File: src/rtl/core/ple_pkg.sv
// Package for the positional list engine: sizes, operation codes, controller states
// and the command and status structs between controller and datapath. No dependencies.
`timescale 1ns / 1ps
package ple_pkg;
  localparam int unsigned Depth = 64;
  localparam int unsigned CntW  = $clog2(Depth + 1);
  localparam int unsigned IdxW  = $clog2(Depth);
  localparam int unsigned WordW = 32;

  typedef enum logic [2:0] {
    OP_PUSH_FRONT = 3'd0,
    OP_PUSH_BACK  = 3'd1,
    OP_POP_FRONT  = 3'd2,
    OP_INSERT     = 3'd3,
    OP_REMOVE     = 3'd4,
    OP_READ       = 3'd5,
    OP_FIND       = 3'd6,
    OP_RESIZE     = 3'd7
  } op_e;

  typedef enum logic [1:0] {
    ST_IDLE,
    ST_EXEC,
    ST_SCAN,
    ST_RESP
  } state_e;

  typedef struct packed {
    logic load;
    logic exec;
    logic scan;
  } ple_cmd_t;

  typedef struct packed {
    logic scan_op;
    logic scan_last;
  } ple_sts_t;
endpackage

File: src/rtl/core/ple_dp.sv
// Datapath of the positional list engine: a row of shifting cells, the count and
// the result registers. Depends on ple_pkg; controlled by ple_ctrl.
`timescale 1ns / 1ps
module ple_dp import ple_pkg::*; (
  input  logic              clk_i,
  input  logic              rst_ni,
  input  ple_cmd_t          cmd_i,
  output ple_sts_t          sts_o,
  input  logic [2:0]        req_type_i,
  input  logic [CntW-1:0]   position_i,
  input  logic [WordW-1:0]  item_value_i,
  output logic              ok_o,
  output logic              found_o,
  output logic [5:0]        found_index_o,
  output logic [WordW-1:0]  read_data_o,
  output logic [6:0]        entry_count_o
);
  logic [WordW-1:0] cell_q [Depth];
  logic [CntW-1:0]  len_q, pos_q;
  logic [WordW-1:0] val_q, data_q;
  op_e              op_q;
  logic             ok_q, found_q;
  logic [IdxW-1:0]  fidx_q, scan_q;

  logic            full, ok_now, do_ins, do_rem, do_rsz;
  logic [CntW-1:0] at;

  always_comb begin
    full   = (len_q == CntW'(Depth));
    ok_now = 1'b0;
    do_ins = 1'b0;
    do_rem = 1'b0;
    do_rsz = 1'b0;
    at     = pos_q;
    case (op_q)
      OP_PUSH_FRONT: begin ok_now = !full; do_ins = 1'b1; at = '0; end
      OP_PUSH_BACK:  begin ok_now = !full; do_ins = 1'b1; at = len_q; end
      OP_POP_FRONT:  begin ok_now = (len_q != '0); do_rem = 1'b1; at = '0; end
      OP_INSERT:     begin ok_now = !full && (pos_q <= len_q); do_ins = 1'b1; end
      OP_REMOVE:     begin ok_now = (pos_q < len_q); do_rem = 1'b1; end
      OP_READ:       ok_now = (pos_q < len_q);
      OP_FIND:       ok_now = 1'b1;
      OP_RESIZE:     begin ok_now = (pos_q <= CntW'(Depth)); do_rsz = 1'b1; end
      default:       ok_now = 1'b0;
    endcase
  end

  // The scan rotates the whole row so that cell zero holds list index scan_q.
  always_ff @(posedge clk_i) begin
    for (int i = 0; i < Depth; i++) begin
      if (cmd_i.exec && ok_now) begin
        if (do_ins) begin
          if (CntW'(i) == at) cell_q[i] <= val_q;
          else if (CntW'(i) > at) cell_q[i] <= cell_q[(i == 0) ? 0 : i - 1];
        end else if (do_rem) begin
          if (CntW'(i) >= at) cell_q[i] <= cell_q[(i == Depth - 1) ? i : i + 1];
        end else if (do_rsz) begin
          if (CntW'(i) >= len_q && CntW'(i) < pos_q) cell_q[i] <= '0;
        end
      end else if (cmd_i.scan) begin
        cell_q[i] <= cell_q[(i + 1) % Depth];
      end
    end
  end

  always_ff @(posedge clk_i or negedge rst_ni) begin
    if (!rst_ni) begin
      len_q  <= '0;
      scan_q <= '0;
    end else if (cmd_i.exec) begin
      scan_q <= '0;
      if (ok_now) begin
        if (do_ins) len_q <= len_q + 1'b1;
        else if (do_rem) len_q <= len_q - 1'b1;
        else if (do_rsz) len_q <= pos_q;
      end
    end else if (cmd_i.scan) begin
      scan_q <= scan_q + 1'b1;
    end
  end

  always_ff @(posedge clk_i) begin
    if (cmd_i.load) begin
      op_q    <= op_e'(req_type_i);
      pos_q   <= position_i;
      val_q   <= item_value_i;
      found_q <= 1'b0;
      fidx_q  <= '0;
      data_q  <= '0;
    end else if (cmd_i.exec) begin
      ok_q <= ok_now;
      if (ok_now && op_q == OP_POP_FRONT) data_q <= cell_q[0];
    end else if (cmd_i.scan) begin
      if (op_q == OP_READ && {1'b0, scan_q} == pos_q) data_q <= cell_q[0];
      if (op_q == OP_FIND && !found_q && {1'b0, scan_q} < len_q
          && cell_q[0] == val_q) begin
        found_q <= 1'b1;
        fidx_q  <= scan_q;
      end
    end
  end

  assign sts_o.scan_op   = ok_now && (op_q == OP_READ || op_q == OP_FIND);
  assign sts_o.scan_last = (scan_q == IdxW'(Depth - 1));

  assign ok_o          = ok_q;
  assign found_o       = found_q;
  assign found_index_o = 6'(fidx_q);
  assign read_data_o   = data_q;
  assign entry_count_o = 7'(len_q);
endmodule

File: config.mk
export PLATFORM = sky130hd
export DESIGN_NAME = ple_dp
export DESIGN_NICKNAME = d
export VERILOG_FILES = /design/src/rtl/core/ple_pkg.sv /design/src/rtl/core/ple_dp.sv
export SDC_FILE = /design/constraint.sdc
export NUM_CORES = 2
export LEC_CHECK = 0
export ABC_CLOCK_PERIOD_IN_PS = 5600
export BUFFER_PORTS_ARGS = -buffer_cell sky130_fd_sc_hd__buf_2
export CAP_MARGIN = 20
export CELL_PAD_IN_SITES_DETAIL_PLACEMENT = 1
export CELL_PAD_IN_SITES_GLOBAL_PLACEMENT = 1
export CORE_ASPECT_RATIO = 0.75
export CORE_MARGIN = 2
export CORE_UTILIZATION = 52
export CTS_BUF_LIST = sky130_fd_sc_hd__clkbuf_4 sky130_fd_sc_hd__clkbuf_8
export DETAILED_ROUTE_END_ITERATION = 7
export PLACE_DENSITY = 0.9
export SLEW_MARGIN = 25
export SYNTH_ARGS = -nofsm -noshare
export SYNTH_HDL_FRONTEND = slang
export SYNTH_SLANG_ARGS = --single-unit
File: constraint.sdc
create_clock -name clk_i -period 5.6 [get_ports clk_i]
set_input_delay 0.84 -clock clk_i [delete_from_list [all_inputs] [get_ports clk_i]]
set_output_delay 0.84 -clock clk_i [all_outputs]
set_load 0.05 [all_outputs]
Yosys cells after proc, flatten, opt, wreduce, memory -nomap -nowiden
Memory sizes are Yosys's and may differ from the RTL's.
Index checks and enable logic that the tools add are counted.
{"block": "op_classes", "add_sub_neg": 3, "reduce_logical": 90, "n_lt_le_gt_ge": 260, "n_mux": 1553, "bitwise_logic": 258, "eq_ne": 75}
{"cell": "$mux W32", "n": 260}
{"cell": "$mux W1", "n": 1286}
{"cell": "$ge A6 B7 Y1 const A", "n": 64}
{"cell": "$or A1 B1 Y1", "n": 256}
{"cell": "$eq A6 B7 Y1 const A", "n": 32}
{"cell": "$ge A5 B7 Y1 const A", "n": 32}
{"cell": "$gt A6 B7 Y1 const A", "n": 32}
{"cell": "$lt A6 B7 Y1 const A", "n": 32}
{"cell": "$eq A5 B7 Y1 const A", "n": 16}
{"cell": "$ge A4 B7 Y1 const A", "n": 16}
{"cell": "$gt A5 B7 Y1 const A", "n": 16}
{"cell": "$lt A5 B7 Y1 const A", "n": 16}
{"cell": "$logic_and A1 B1 Y1", "n": 72}
{"cell": "$eq A4 B7 Y1 const A", "n": 8}
{"cell": "$ge A3 B7 Y1 const A", "n": 8}
{"cell": "$gt A4 B7 Y1 const A", "n": 8}
{"cell": "$lt A4 B7 Y1 const A", "n": 8}
{"cell": "$eq A32 B32 Y1", "n": 1}
{"cell": "$eq A3 B7 Y1 const A", "n": 4}
{"cell": "$ge A1 B7 Y1 const A", "n": 4}
{"cell": "$ge A2 B7 Y1 const A", "n": 4}
{"cell": "$gt A3 B7 Y1 const A", "n": 4}
{"cell": "$lt A3 B7 Y1 const A", "n": 4}
{"cell": "$mux W7", "n": 3}
{"cell": "35 further kinds", "n": 53}
{"block": "word_totals", "output_inout_bits": 49, "mem_count": 1, "ramBits": 2048, "word_cells": 2249, "register_bits": 95}
{"memory": "cell_q", "words": 64, "width": 32, "read_ports": 64, "rd_clocked_by_memory_dff": 0, "write_ports": 64, "line": "ple_dp.sv:18", "rtl": "logic [WordW-1:0] cell_q [Depth];"}

Depth between registers and ports, before layout
{"block": "depth", "depth_word": 13, "mapped_depth": 14, "depth_no_buf": 9}

Least setup slack after synthesis
OpenSTA, ideal clock, no wires.
{"block": "synth_path", "kind": "register to register", "start": "reg len_q[6] (netlist: entry_count_o[6])", "end": "mem cell_q[7][0] (netlist: cell_q[0][224]), enable pin", "path_stages_with_launch": 13, "n_path_buf": 4, "synth_period_minus_slack_ns": 5.163, "setup_slack_ns": 0.437, "arrival_time_ns": 4.733, "cell_sequence": "dfrtp_1 buf_1 inv_1 ha_1 a21oi_1 o21ai_0 a211o_1 o22ai_1 buf_2 nand3_1 buf_2 clkbuf_1 o211ai_1"}
{"item": "start, declared", "line": "ple_dp.sv:19", "rtl": "logic [CntW-1:0] len_q, pos_q;"}
{"item": "start signal, assigned", "line": "ple_dp.sv:73", "rtl": "if (do_ins) len_q <= len_q + 1'b1;"}
{"item": "start signal, assigned", "line": "ple_dp.sv:74", "rtl": "else if (do_rem) len_q <= len_q - 1'b1;"}
{"item": "start signal, assigned", "line": "ple_dp.sv:75", "rtl": "else if (do_rsz) len_q <= pos_q;"}
{"item": "end, declared", "line": "ple_dp.sv:18"}

==> impl_metrics.csv <==
group,metric,value,unit
clocking,cts_htree_levels,5,
yosys,synthDistinctLibCells,85,
final_layout,layout_common_cells,"nand2_1 (3340), edfxtp_1 (2091), nor2_1 (1845)",
yosys,syn_nets,12200,
routing,drt_iter0_markers,17200,
clocking,clk_pin_slew,70,ps
floorplan,rows,150,
yosys,synthesis.area,0.117,mm²
timing,slew_headroom,17.2,%
routing,via_per_inst,7.14,
placement,placed_cell_area,0.120,mm²
yosys,ys_ff_latch,2143,
worst_setup_path,end_kind,"flip-flop",
routing,drc,14,
placement,place.gp.congestion,0.997,
power_and_ir_drop,p_leak,45.6,nW
hold_path,hold_path_class,"in2reg",
clocking,post_cts_resize_count,0,
floorplan,core_area,0.223,mm²
placement,dp_cells,14300,
global_routing,met3_usage,11.3,%
yosys,async_reset_ff_share,0.607,%
global_routing,antenna_found_initial,16,
global_routing,grt_max_degree,66,
timing,hold_violations,0,
final_layout,fin_nets,11800,
timing,period_share,90.5,%
placement,dp_hpwl,296000,µm
yosys,ys_top_cells_by_area,"edfxtp_1 (54%), nand2_1 (11%), a311oi_1 (11%)",
global_routing,grt_busiest_layer,"met2",
timing,clock_skew,78.5,ps
timing,setup_viol,0,
global_routing,grt_pass1_vias,108000,
clocking,root_buffer,"clkbuf_8",
yosys,yosysSeqAreaShare,54.8,%
final_layout,instances_no_fill,15000,
timing,rsz0062_at_grt,"no",
final_layout,final_common_cell,"nand2_1",
final_layout,drive_gt1_share,11.1,%
clocking,cts_tree,"built",
power_and_ir_drop,peakVddDrop,0.219,mV
floorplan,start_util,52.3,%
floorplan,ioPinCount,96,
floorplan,die_w,551,µm
routing,dr.pass1.iters,8,
yosys,synth_edf_count,2091,
yosys,yosysWarnings,0,
routing,vias,107000,
worst_setup_path,required,6340,ps
global_routing,use_met2,57.6,%
timing,period_minus_slack,5070,ps
yosys,syn_inst,12100,
yosys,synth_flop_cell,"edfxtp_1",
clocking,cts_made_buffers,352,
global_routing,grt_pass1_wl,692000,µm
worst_setup_path,crit_type,"reg2reg",
yosys,synth.avg_cell_area,9.60,µm²
global_routing,grtUsageMet1,54.4,%
job,cap_violations,0,
worst_setup_path,cp-start-kind,"flip-flop",
yosys,yosys.area.top_type,"edfxtp_1",
timing,setup_tns,0,ps
run_status,violations,"design-rule violations",
routing,antenna_left,0,
clocking,post_cts_buffers,0,
final_layout,areaGrowthSynthToFinish,9.09,%
clocking,cts-hold-fix-buffers,36,
placement,io_buffers,95,
placement,place_ws,664,ps
clocking,clock_latency,1060,ps
final_layout,final_area,0.127,mm²
timing,max_freq,0.197,GHz
clocking,cts_sinks,2143,
power_and_ir_drop,p_per_area,426,mW/mm²
timing,drv_slew,0,
routing,drt-total-wl,461000,µm
routing,routedWlPerCell,30.7,µm
floorplan,die_area,0.228,mm²
worst_setup_path,crit_path_max_fanout,23,
yosys,post-synth-top-area-fraction,53.8,%
timing,finalWorstSetupSlack,532,ps
global_routing,grt_overflow,0,
final_layout,fin_util,57.1,%
clocking,cts_max_path_buffers,4,
worst_setup_path,arrival,5810,ps
timing,tightest_slew,1240,ps
floorplan,dieHeight,414,µm
global_routing,grt_usage,39.2,%
run_status,status,"finished with violations",
==> cell usage after synthesis, types with 31 or more instances <==
cell type and count:
nand2_1 3358, edfxtp_1 2091, nor2_1 1860, a311oi_1 1437, clkbuf_1 900, a21oi_1 407, buf_2 333, mux2i_1 300
a211oi_1 288, o21ai_0 154, o22ai_1 75, a31oi_1 73, a211o_1 61, nand3_1 60, buf_1 51, a221oi_1 48
and3_1 47, inv_1 47, and2_1 44, dfxtp_1 39, a21oi_2 36, xnor2_1 36, a22o_1 32, o211a_1 32
a211oi_2 31
==> metal layers <==
metal  vias to the layer above  share of wire (%)  wire, µm
met1                     53400                 38    174000
met4                         6                4.5     20800
met2                      8371                 43    200000
met3                      1446                 14     64900
li1                      43800                  -         -
met5                         -              0.027       126
==> worst paths after layout <==
| path | startpoint | to | depth (start not counted) | slack [ps] |
|---|---|---|---|---|
| max in group asynchronous | rst_ni | entry_count_o[4] | 2 | 4780 |
| hold reg to reg | read_data_o[3] | read_data_o[3] | 2 | 520 |
| setup reg to reg | op_q[2] | cell_q[0][416] | 9 | 530 |
| hold / removal | cmd_i[1] | scan_q[2] | 2 | 70 |
| setup / recovery | op_q[2] | cell_q[0][416] | 9 | 530 |
| min in group asynchronous | rst_ni | entry_count_o[0] | 2 | 400 |
==> power by group <==
part           switching [mW]  internal, mW  leakage, nW
combinational            10.1          4.11         21.6
sequential               2.81          22.9         20.4
clock                    7.14          7.06         3.59
==> kinds of logic after synthesis <==
kind of cell | count (synthesis) | synth area share, %
buffers and inverters | 1356 | 4.81
muxes | 300 | 2.57
DFF | 2143 | 54.8
xor gates and xnor gates | 45 | 0.338
and+or+nand+nor | 5469 | 18.2
AOI/OAI and AO/OA | 2815 | 19.1
adders and majority gates | 20 | 0.215
==> worst max-delay path, stage by stage (launching register included) <==
cell	delay, ps
edfxtp_1	750
buf_4	430
nor2b_1	150
a221o_2	610
nor4_2	460
a21o_2	530
nand3_2	800
buf_4	450
mux2i_1	380
a211oi_1	140
==> sequential cells by signal (all words and copies together), names as in the netlist <==
register       count
scan_q             6
found_o            1
read_data_o       32
val_q             32
ok_o               1
cell_q          2048
found_index_o      6
op_q               3
entry_count_o      7
pos_q              7
==> area by class of cell <==
class	count	area, µm²
clock buffer	463	5720
antenna	12	30.0
tap	2964	3710
multi-input combinational	8649	48500
sequential	2143	63900
clock inverter	161	1010
timing repair buffer	546	4120
inverter	50	188
fill	24300	95700
==> through the flow <==
stage / power, mW / hold slack [ps]
2_1_floorplan: 33.4 / 544
3_3_place_gp: 38.1 / 467
3_5_place_dp: 39.2 / 482
4_1_cts: 53.3 / 29.3
5_1_grt: 55.7 / 51.2
6_report: 54.1 / 70.5
(Power assumes the default switching activity.)
