[config.mk]
export PLATFORM = sky130hd
export DESIGN_NAME = ple_ctrl
export DESIGN_NICKNAME = d
export VERILOG_FILES = /design/src/rtl/core/ple_pkg.sv /design/src/rtl/core/ple_ctrl.sv
export SDC_FILE = /design/constraint.sdc
export NUM_CORES = 1
export LEC_CHECK = 0
export BUFFER_PORTS_ARGS = -buffer_cell sky130_fd_sc_hd__buf_4
export CAP_MARGIN = 30
export CORE_AREA = 2 2 39 41
export CTS_BUF_LIST = sky130_fd_sc_hd__clkbuf_2 sky130_fd_sc_hd__clkbuf_4 sky130_fd_sc_hd__clkbuf_8
export DETAILED_ROUTE_END_ITERATION = 10
export DIE_AREA = 0 0 41 43
export RECOVER_POWER = 50
export SETUP_SLACK_MARGIN = 0.4
export SYNTH_ARGS = -nofsm -noshare
export SYNTH_HDL_FRONTEND = slang
export SYNTH_SLANG_ARGS = --single-unit
[constraint.sdc]
create_clock -name clk_i -period 3.32 [get_ports clk_i]
set_input_delay 0.332 -clock clk_i [delete_from_list [all_inputs] [get_ports clk_i]]
set_output_delay 0.332 -clock clk_i [all_outputs]
set_load 0.05 [all_outputs]
[src/rtl/core/ple_pkg.sv]
// Package for the positional list engine: sizes, operation codes, controller states
// and the command and status structs between controller and datapath. No dependencies.
`timescale 1ns / 1ps
package ple_pkg;
  localparam int unsigned Depth = 64;
  localparam int unsigned CntW  = $clog2(Depth + 1);
  localparam int unsigned IdxW  = $clog2(Depth);
  localparam int unsigned WordW = 32;

  typedef enum logic [2:0] {
    OP_PUSH_FRONT = 3'd0,
    OP_PUSH_BACK  = 3'd1,
    OP_POP_FRONT  = 3'd2,
    OP_INSERT     = 3'd3,
    OP_REMOVE     = 3'd4,
    OP_READ       = 3'd5,
    OP_FIND       = 3'd6,
    OP_RESIZE     = 3'd7
  } op_e;

  typedef enum logic [1:0] {
    ST_IDLE,
    ST_EXEC,
    ST_SCAN,
    ST_RESP
  } state_e;

  typedef struct packed {
    logic load;
    logic exec;
    logic scan;
  } ple_cmd_t;

  typedef struct packed {
    logic scan_op;
    logic scan_last;
  } ple_sts_t;
endpackage

[src/rtl/core/ple_ctrl.sv]
// Controller state machine of the positional list engine.
// Depends on ple_pkg; drives the datapath through ple_cmd_t and reads ple_sts_t.
`timescale 1ns / 1ps
module ple_ctrl import ple_pkg::*; (
  input  logic     clk_i,
  input  logic     rst_ni,
  input  logic     s_axis_tvalid,
  output logic     s_axis_tready,
  output logic     m_axis_tvalid,
  input  logic     m_axis_tready,
  input  ple_sts_t sts_i,
  output ple_cmd_t cmd_o
);
  state_e state_q, state_d;

  always_ff @(posedge clk_i or negedge rst_ni) begin
    if (!rst_ni) begin
      state_q <= ST_IDLE;
    end else begin
      state_q <= state_d;
    end
  end

  always_comb begin
    state_d = state_q;
    case (state_q)
      ST_IDLE: if (s_axis_tvalid) state_d = ST_EXEC;
      ST_EXEC: state_d = sts_i.scan_op ? ST_SCAN : ST_RESP;
      ST_SCAN: if (sts_i.scan_last) state_d = ST_RESP;
      ST_RESP: if (m_axis_tready) state_d = ST_IDLE;
      default: state_d = ST_IDLE;
    endcase
  end

  always_comb begin
    s_axis_tready = (state_q == ST_IDLE);
    m_axis_tvalid = (state_q == ST_RESP);
    cmd_o.load    = (state_q == ST_IDLE) && s_axis_tvalid;
    cmd_o.exec    = (state_q == ST_EXEC);
    cmd_o.scan    = (state_q == ST_SCAN);
  end
endmodule

# --- Yosys cells after proc, flatten, opt, wreduce, memory -nomap -nowiden ---
# Cells that the tools add are included.
totals:
  regBits: 2
  latch_bits: 0
  ramBits: 0
  romBits: 0
  input_bits: 6
  word_cells: 15
  mem_count: 0
op_classes:
  addsub: 0
  n_mul: 0
  div_mod_pow: 0
  magnitude_cmp: 0
  eq_ne: 6
  shift: 0
  n_mux: 5
  n_bitwise: 0
  reduce_logical: 3
op_table:
  columns: ["cell", "n"]
  rows:
  - ["$pmux W2 S4", 1]
  - ["$mux W2", 3]
  - ["$eq A2 B2 Y1 const B", 2]
  - ["$ne A2 B2 Y1 const B", 2]
  - ["$reduce_and A3 Y1", 1]
  - ["$eq A2 B1 Y1 const B", 1]
  - ["$logic_not A2 Y1", 1]
  - ["$ne A2 B1 Y1 const B", 1]
  - ["$logic_and A1 B1 Y1", 1]
  - ["$mux W1", 1]

# --- Logic depth before layout (Yosys ltp) ---
# Gate-level depths: netlist of the first run.
logic_depth:
  depth_word: 3
  depth_mapped: 5
  ltp_nobuf: 5

# --- Worst setup path before layout of the first run ---
# OpenSTA, ideal clock, no wires.
synth_path:
  path_kind: "register to output"
  from: "register state_q[0]"
  to: "output port cmd_o[2] (netlist bit)"
  arrival_ns: 1.404
  t_required_ns: 2.988
  path_slack_ns: 1.584
  path_stages_with_launch: 4
  path_buffers: 0
  path_cell_list: "dfrtp_1 -> inv_1 -> ha_1 -> and2_2"
synth_lines:
  columns: ["element", "line_no", "text"]
  rows:
  - ["start: declaration", "ple_ctrl.sv:14", "state_e state_q, state_d;"]
  - ["start signal: assignment", "ple_ctrl.sv:20", "state_q <= state_d;"]
  - ["end: declaration", "ple_ctrl.sv:12", "output ple_cmd_t cmd_o"]

==> summary.md, run 1 <==
| Metric | Value |
|---|---|
| Drt pass-1 iters | 2 |
| Status | finished, final reports clean |
| Syn Inst Count | 18 |
| Overall global routing resource usage | 5.912% |
| HP Class | primary input to async pin |
| Register area share after synthesis | 26.49% |
| FF-to-FF End | state_q[1] |
| Reg with most FFs | state_q |
| H-tree Lvls | 1 |
| Fin. Hold Viols | 0 |
| Row cnt | 14 |
| Area Growth Syn to Fin | 63.58% |
| Clock tree root buffer cell | clkbuf_4 |
| Post-route clock skew | 0.002440 ns |
| DRC Markers | 0 |
| Least-Margin Pin Slew | 0.5935 ns |
| Slew margin rel. | 60.60% |
| Endpoints failing setup | 0 |
| Register area | 50.05 um^2 |
| Unrepaired setup endpoints after global routing | no |
| Core Area | 1384 um^2 |
| Synth Register Bits | 2 |
| Synth Area per Inst | 10.50 um^2 |
| Vias/cell | 3.813 |
| Number of global-route vias before repair | 172 |
| CTS tree | yes |
| Gpl congestion | 0.6362 |
| Initial Utilization | 13.65% |
| Clk_lat worst skew | 0.23 ns |
| Ranking of synthesized cells by area | dfrtp_1 (26%), ha_1 (26%), nand2b_1 (13%) |
| Fin nets | 44 |
| Largest registers | state_q x2 |
| Critical Path End | cmd_o[2] |
| Setup_tns | 0 ns |
| Post-Place Cell Area | 284.0 um^2 |
| Clock sink count | 2 |
| R2r setup slk | 1.87 ns |
| HPWL after DPL | 331.5 um |
| Final Critical Period | 1.679 ns |
| First-pass GRT wire length | 627 um |
| Layout cells sized above 1 | 46.88% |
| Total wire length | 399 um |
| Final cycle utilization of the critical path | 50.58% |
| Synth cell types | 10 |
| Antenna Nets Post-Route | 0 |
| Vias | 183 |
| Fmax | 595.4 MHz |
| Port Buffers | 10 |
| Share of the synthesized area in the top cell type | 26.49% |
| CP arrival | 1.35 ns |
| Critical Path Fanout Max | 6 |
| Post-CTS sizing | 0 |
| Final Cell Area | 309.0 um^2 |
| N_diodes | 0 |
| Critical path origin | state_q[0] |
| Reg2reg start | state_q[0] |
| Synth warn | 0 |
| Hold buffers post-CTS | 1 |
| CTS buffer count | 3 |
| Yosys top cell by area | dfrtp_1 |
| Fill count | 162 |
| Worst setup EP type | primary output |
| Synthesized area | 188.9 um^2 |
| Die Y | 43 um |
| CP Launch Type | register |
| Final hold slack | 0.4217 ns |
| Net count after synthesis | 28 |
| Largest net degree at the start of global routing | 7 |
| Drt wl/cell | 8.313 um |
| R2r worst-path depth | 5 |
| First DRT Iteration DRCs | 2 |
| # Post-CTS Setup Buffers | 0 |
| Largest register FFs | 2 |
| GRT overflow | 0 |
| Critical path required time | 2.99 ns |
| Die width | 41 um |
| Crit Path Class | register to primary output |
| Initial antenna violation count | 0 |
| I/O Pins | 11 |
| Multi-input gate area | 131.4 um^2 |
| Clk slew on worst S/H paths | 0.03 ns |
| Max-cap violations | 0 |
| Die area | 1763 um^2 |
| Fin. max-slew vios | 0 |
| Clk buf depth | 2 |
## critical path, stage by stage (launching register included)
cell and delay (ns):
dfrtp_1 0.42, inv_1 0.09, ha_1 0.25, and2_2 0.18, buf_4 0.18
## cell usage after synthesis
library cell	number
a41oi_1	1
and2_2	1
and3_4	1
dfrtp_1	2
ha_1	4
inv_1	2
mux2_4	1
nand2b_1	4
nor2_1	1
o22a_2	1
## worst min path at each step
stage                start          to  slack [ns]  cells past startpoint
floorplan           rst_ni  state_q[0]        0.04                      0
finish              rst_ni  state_q[1]        0.42                      2
CTS                 rst_ni  state_q[1]        0.43                      2
detailed placement  rst_ni  state_q[0]        0.12                      1
global placement    rst_ni  state_q[0]        0.12                      1
global route        rst_ni  state_q[1]        0.43                      2
## layout by cell type (no fill, tap or decap)
master         count
dlygate4sd3_1      1
mux2_4             1
and2_2             1
nand2b_1           4
ha_1               4
inv_1              2
and3_4             1
o22a_2             1
dfrtp_1            2
clkbuf_1           2
clkbuf_4           3
buf_4              8
a41oi_1            1
nor2_1             1
## per-stage QoR
step / worst slack (ns) / utilization, % / std cells
after floorplan: 1.584 / - / 18
after global placement: 1.868 / 20.52 / 44
after detailed placement: 1.842 / 20.52 / 44
after CTS: 1.607 / 22.88 / 48
after global routing: 1.557 / 22.33 / 48
final: 1.641 / 22.33 / 48
## final cells by class
type	instances	share of cell area [%]
tap	16	6.478
multi-input combinational	14	42.51
sequential	2	16.19
inverter	2	2.429
clock buffer	3	7.287
timing repair buffer	11	25.10
## cells by family after synthesis
kind of cell | after synthesis | synth area share (%)
AND/OR/NAND/NOR | 7 | 25.16
adder cells (fa/ha/maj) | 4 | 26.49
AO/OA/AOI/OAI | 2 | 9.935
buffers and inverters | 2 | 3.975
flip-flops | 2 | 26.49
multiplexers | 1 | 7.945
## metal layers
| metal | up-vias | routed length (um) | track usage (%) |
|---|---|---|---|
| li1 | 90 | - | - |
| met1 | 84 | 151 | 4.792 |
| met2 | 7 | 199 | 8.125 |
| met3 | 2 | 32 | 4.712 |
| met4 | 0 | 16 | 6.000 |
| met5 | - | 0 | 0 |
Power of run 1 is not shown: default switching activity piles up to over one toggle a cycle in this logic, so the estimate is an artifact.
==> run 2, diff against run 1 <==
--- a/config.mk
+++ b/config.mk
@@ -5,6 +5,7 @@
 export SDC_FILE = /design/constraint.sdc
 export NUM_CORES = 1
 export LEC_CHECK = 0
+export ABC_AREA = 1
 export BUFFER_PORTS_ARGS = -buffer_cell sky130_fd_sc_hd__buf_4
 export CAP_MARGIN = 30
 export CORE_AREA = 2 2 39 41
==> constraint.sdc (replaced) <==
create_clock -name clk_i -period 1.5 [get_ports clk_i]
set_input_delay 0.15 -clock clk_i [delete_from_list [all_inputs] [get_ports clk_i]]
set_output_delay 0.15 -clock clk_i [all_outputs]
set_load 0.05 [all_outputs]
==> summary.md, run 2 <==
| Metric | Value |
|---|---|
| Leak | 0.2561 nW |
| Final Non-Filler Cells | 67 (+40%) |
| Ranking of synthesized cells by area | dfrtp_1 (23%), ha_1 (23%), inv_1 (14%) |
| R2r setup slk | 0.24 ns (-1.63 ns) |
| DR WL met2 | 353 um (+77%) |
| Largest net degree at the start of global routing | 4 (-3) |
| Met1 WL | 156 um (+3.3%) |
| Worst Setup Slack, final | 0.1418 ns (-1.499 ns) |
| Pwr Total | 1.214 mW |
| Syn Inst Count | 31 (+13) |
| Crit Path Class | register to primary output |
| Fin. Hold Viols | 0 (unchanged) |
| Clk buf depth | 2 (unchanged) |
| HP Class | primary input to async pin |
| Synthesized area | 215.2 um^2 (+14%) |
| First DRT Iteration DRCs | 4 (+2) |
| Fin nets | 63 (+43%) |
| Die area | 1763 um^2 (unchanged) |
| Synth warn | 0 (unchanged) |
| Critical Path Fanout Max | 3 (-3) |
| Number of global-route vias before repair | 257 (+49%) |
| Critical path required time | 1.35 ns (-1.64 ns) |
| Post-synth EDFFs | 0 (unchanged) |
| Drt pass-1 iters | 4 (+2) |
| R2r worst-path depth | 9 (+4) |
| Routed wl met3 | 23 um (-28%) |
| Setup_tns | 0 ns (unchanged) |
| Worst setup EP type | primary output |
| Initial Utilization | 15.55% (+1.9 points) |
| Least-Margin Pin Slew | 0.2774 ns (-0.3161 ns) |
| Power Density | 2521 nW/um^2 |
| Predominant post-synthesis flop cell | dfrtp_1 |
| Final cycle utilization of the critical path | 90.55% |
| CP arrival | 1.21 ns (-0.14 ns) |
| Synth Area per Inst | 6.942 um^2 (-34%) |
| Clk slew on worst S/H paths | 0.03 ns (about the same) |
| Post-route clock skew | 0.001882 ns (-0.0005581 ns) |
| Total wire length | 532 um (+33%) |
| Max VDD drop | 0.8346 mV |
| Vias/cell | 3.716 (-2.5%) |
| Top sig layer | met3 |
| Final hold slack | 0.2508 ns (-0.1709 ns) |
| Commonest cells after routing, fill and taps aside | nand2_1 (7), buf_4 (7), inv_1 (6) |
| N_diodes | 0 (unchanged) |
| Vias | 249 (+36%) |
| DRC Markers | 0 (unchanged) |
| Slew margin rel. | 81.59% (+21 points) |
| Dpl cells | 57 (+30%) |
| Core Area | 1384 um^2 (unchanged) |
| FF-to-FF End | state_q[0] |
| Top post-synthesis cells by count | inv_1 (8), nand2_1 (8), ha_1 (4), nand2_2 (4), nand3_1 (3) |
| Overall global routing resource usage | 7.723% (+1.8 points) |
| Area Growth Syn to Fin | 123.8% |
| Fmax | 736.3 MHz |
| Initial antenna violation count | 0 (unchanged) |
| First-pass GRT wire length | 903 um (+44%) |
| Antenna Nets Post-Route | 0 (unchanged) |
| Port Buffers | 10 (unchanged) |
| Die width | 41 um (unchanged) |
| Net count after synthesis | 41 (+46%) |
| H-tree Lvls | 1 (unchanged) |
| HPWL after DPL | 387.4 um (+17%) |
| Endpoints failing setup | 0 (unchanged) |
| Synth Register Bits | 2 (unchanged) |
| Place WS | 0.3417 ns (-1.500 ns) |
| Largest registers | state_q x2 |
| Register area share after synthesis | 23.26% (-3.2 points) |
| Row cnt | 14 (unchanged) |
| Synth cell types | 8 (-2) |
| Drt wl/cell | 7.940 um (-4.5%) |
| Fin. max-slew vios | 0 (unchanged) |
| I/O Pins | 11 (unchanged) |
| Reg with most FFs | state_q |
| Final Cell Area | 481.7 um^2 (+56%) |
| Largest register FFs | 2 (unchanged) |
| CP Launch Type | register |
| Die Y | 43 um (unchanged) |
| Final Util | 34.81% (+12 points) |
| Layout cells sized above 1 | 66.67% (+20 points) |
| Yosys top cell by area | dfrtp_1 |
| Final Critical Period | 1.358 ns |
| Reg2reg start | state_q[1] |
| CTS tree | yes |
| Max-cap violations | 0 (unchanged) |
| Clock tree root buffer cell | clkbuf_4 |
| Gpl congestion | 0.7405 (+16%) |
| Clock sink count | 2 (unchanged) |
| CTS buffer count | 3 (unchanged) |
| Status | finished, final reports clean |
| GRT overflow | 0 (unchanged) |
| Clk_lat worst skew | 0.22 ns (about the same) |
| Share of the synthesized area in the top cell type | 23.26% (-3.2 points) |
| Unrepaired setup endpoints after global routing | yes |
| Ys async rst share | 100.0% (unchanged) |
| Post-Place Cell Area | 361.6 um^2 (+27%) |
run 2: changes by cell type in the layout (fill, tap and decap cells not counted), sizes merged:
| cell | before | now |
|---|---|---|
| o22a | 1 | 0 |
| nand2 | 0 | 12 |
| buf | 8 | 14 |
| a41oi | 1 | 0 |
| nand3 | 0 | 3 |
| nand2b | 4 | 0 |
| and3 | 1 | 0 |
| mux2 | 1 | 0 |
| and2 | 1 | 0 |
| clkinvlp | 0 | 1 |
| inv | 2 | 8 |
run 2: cells by family (layout without fill, tap and decap cells):
| logic type | count (synthesis) | in the layout | share of synthesized area, % |
|---|---|---|---|
| AND/OR/NAND/NOR | 16 | 16 | 37.79 |
| buffers and inverters | 9 | 29 | 15.70 |
| adder cells (fa/ha/maj) | 4 | 4 | 23.26 |
| flip-flops | 2 | 2 | 23.26 |
run 2: report_power, final:
group | internal, mW | switching (mW) | leakage, nW | total (mW)
Sequential | 0.0908 | 0.0316 | 0.0218 | 0.122
Combinational | 0.436 | 0.539 | 0.220 | 0.975
Clock | 0.0881 | 0.0286 | 0.0138 | 0.117
run 2: how the worst max path moves through the flow:
stage               startpoint             to
floorplan           state_q[1]     state_q[0]
global placement    state_q[0]       cmd_o[2]
detailed placement  state_q[0]       cmd_o[2]
CTS                 state_q[0]       cmd_o[2]
global route        state_q[1]  s_axis_tready
finish              state_q[1]  s_axis_tready
run 2: per-layer routing:
metal / vias to the layer above / track usage, %
li1: 130 / -
met1: 113 / 6.731
met2: 6 / 14.69
met3: 0 / 1.571
met4: 0 / 4.000
met5: - / 0
run 2: cell type report:
cell class,instances,area (um^2)
Fill cell,150,902.1
Multi-Input combinational cell,20,188.9
Timing Repair Buffer,17,157.7
Sequential cell,2,52.55
Inverter,9,40.04
Clock buffer,3,22.52
Tap cell,16,20.02
run 2: repair_timing:
item | CTS | global route
endpoints found under the hold margin | 2 | 0
gates resized for setup | 10 | 2
pin swaps | 2 | 7
hold buffers | 1 | 0
buffers inserted | 5 | 1
setup endpoints to repair | 7 | 7
run 2: critical path, cell delays in order (launching register included):
cell	delay (ns)
dfrtp_2	0.41
inv_1	0.13
ha_4	0.17
clkbuf_2	0.27
(Power assumes the default switching activity.)
==> run 3, diff against run 2 <==
--- a/config.mk
+++ b/config.mk
@@ -12,6 +12,7 @@
 export CTS_BUF_LIST = sky130_fd_sc_hd__clkbuf_2 sky130_fd_sc_hd__clkbuf_4 sky130_fd_sc_hd__clkbuf_8
 export DETAILED_ROUTE_END_ITERATION = 10
 export DIE_AREA = 0 0 41 43
+export PLACE_DENSITY = 0.4
 export RECOVER_POWER = 50
 export SETUP_SLACK_MARGIN = 0.4
 export SYNTH_ARGS = -nofsm -noshare
==> summary.md, run 3 (synthesis gave the netlist of run 2 again) <==
| Metric | Value |
|---|---|
| Final Critical Period | 1.274 ns (-0.08395 ns) |
| Drt wl/cell | 7.985 um (+0.56%) |
| Die area | 1763 um^2 (unchanged) |
| Clk slew on worst S/H paths | 0.03 ns (about the same) |
| Unrepaired setup endpoints after global routing | yes |
| Number of global-route vias before repair | 273 (+6.2%) |
| Max-cap violations | 0 (unchanged) |
| Final cycle utilization of the critical path | 84.95% (-5.6 points) |
| Clock tree root buffer cell | clkbuf_4 |
| Critical Path Fanout Max | 3 (unchanged) |
| Final Util | 33.91% (-0.90 points) |
| Setup_tns | 0 ns (unchanged) |
| Clk buf depth | 2 (unchanged) |
| CTS tree | yes |
| Vias/cell | 3.631 (-2.3%) |
| Final Non-Filler Cells | 65 (-3.0%) |
| N_diodes | 0 (unchanged) |
| Post-Place Cell Area | 361.6 um^2 (unchanged) |
| Dpl cells | 57 (unchanged) |
| CP Launch Type | register |
| Place WS | 0.3398 ns (-0.001882 ns) |
| Endpoints failing setup | 0 (unchanged) |
| Clk_lat worst skew | 0.22 ns (about the same) |
| GRT overflow | 0 (unchanged) |
| R2r setup slk | 0.35 ns (+0.11 ns) |
| Core Area | 1384 um^2 (unchanged) |
| Commonest cells after routing, fill and taps aside | buf_4 (8), nand2_1 (7), inv_1 (5) |
| Port Buffers | 10 (unchanged) |
| Final Cell Area | 469.2 um^2 (-2.6%) |
| Fin nets | 61 (-3.2%) |
| Vias | 236 (-5.2%) |
| I/O Pins | 11 (unchanged) |
| Most common cell after layout, fill and taps aside | buf_4 |
| Largest register FFs | 2 (unchanged) |
| First DRT Iteration DRCs | 2 (-2) |
| Die Y | 43 um (unchanged) |
| Max VDD drop | 0.9102 mV (+9.1%) |
| Clock sink count | 2 (unchanged) |
| Layout cells sized above 1 | 67.35% (+0.68 points) |
| Largest net degree at the start of global routing | 4 (unchanged) |
| Initial antenna violation count | 0 (unchanged) |
| Slew margin rel. | 90.33% (+8.7 points) |
| Drt pass-1 iters | 4 (unchanged) |
| Initial Utilization | 15.55% (unchanged) |
| HPWL after DPL | 395.5 um (+2.1%) |
| Worst Setup Slack, final | 0.2258 ns (+0.08395 ns) |
| Total wire length | 519 um (-2.4%) |
| Fill count | 155 (+3.3%) |
| DRC Markers | 0 (unchanged) |
| Row cnt | 14 (unchanged) |
| Final hold slack | 0.2372 ns (-0.01362 ns) |
| Crit Path Class | register to primary output |
| Critical path required time | 1.35 ns (about the same) |
| Status | finished, final reports clean |
| H-tree Lvls | 1 (unchanged) |
| Area Growth Syn to Fin | 118.0% |
| Reg with most FFs | state_q |
| CTS buffer count | 3 (unchanged) |
| Overall global routing resource usage | 8.241% (+0.52 points) |
| Fin. Hold Viols | 0 (unchanged) |
| Fin. max-slew vios | 0 (unchanged) |
| Least-Margin Pin Slew | 0.1462 ns (-0.1312 ns) |
| Pwr Total | 1.186 mW (-2.3%) |
| Fmax | 784.8 MHz (+6.6%) |
| CP arrival | 1.12 ns (-0.09 ns) |
| Worst setup EP type | primary output |
| Leak | 0.2512 nW (-1.9%) |
| Power Density | 2528 nW/um^2 (+0.30%) |
| HP Class | primary input to async pin |
| First-pass GRT wire length | 959 um (+6.2%) |
| Die width | 41 um (unchanged) |
| Gpl congestion | 0.7274 (-1.8%) |
| Antenna Nets Post-Route | 0 (unchanged) |
| Post-route clock skew | 0.001780 ns (-0.0001019 ns) |
| Largest registers | state_q x2 |
[run 3: path summary, 6_finish.rpt]
check	depth (start not counted)	from	end
setup / recovery	5	state_q[0]	cmd_o[2]
hold reg to reg	2	state_q[1]	state_q[1]
min in group clk_i	6	sts_i[1]	state_q[0]
max in group asynchronous	2	rst_ni	state_q[1]
hold / removal	2	rst_ni	state_q[0]
setup reg to reg	8	state_q[0]	state_q[1]
[run 3: worst max-delay path: stages, from the launching register on]
cell and delay [ns]:
dfrtp_2 0.42, inv_4 0.09, ha_4 0.15, nand2_4 0.05
clkinvlp_4 0.06, buf_8 0.13
[run 3: final cells by class]
cell class / count / area, um^2 / share of cell area, %
Clock buffer: 3 / 22.52 / 4.800
Multi-Input combinational cell: 20 / 193.9 / 41.33
Sequential cell: 2 / 52.55 / 11.20
Timing Repair Buffer: 15 / 137.6 / 29.33
Inverter: 9 / 42.54 / 9.067
Tap cell: 16 / 20.02 / 4.267
[run 3: power by group]
part / total [mW] / switching [mW] / internal [mW]
clock network: 0.119 / 0.0307 / 0.0883
logic: 0.937 / 0.535 / 0.402
registers: 0.130 / 0.0395 / 0.0908
[run 3: what timing repair did]
item | in CTS | in global routing
setup buffers | 4 | 0
gates resized for setup | 9 | 3
endpoints found under the setup margin | 7 | 7
endpoints found under the hold margin | 2 | 0
pin swaps | 2 | 2
hold buffers | 1 | 0
[run 3: routing by layer]
metal,GRT usage [%],wire [um],vias up
met5,0,0,-
met4,8.000,0,0
met3,0,36,0
met2,13.44,313,6
met1,8.710,170,106
li1,-,-,124
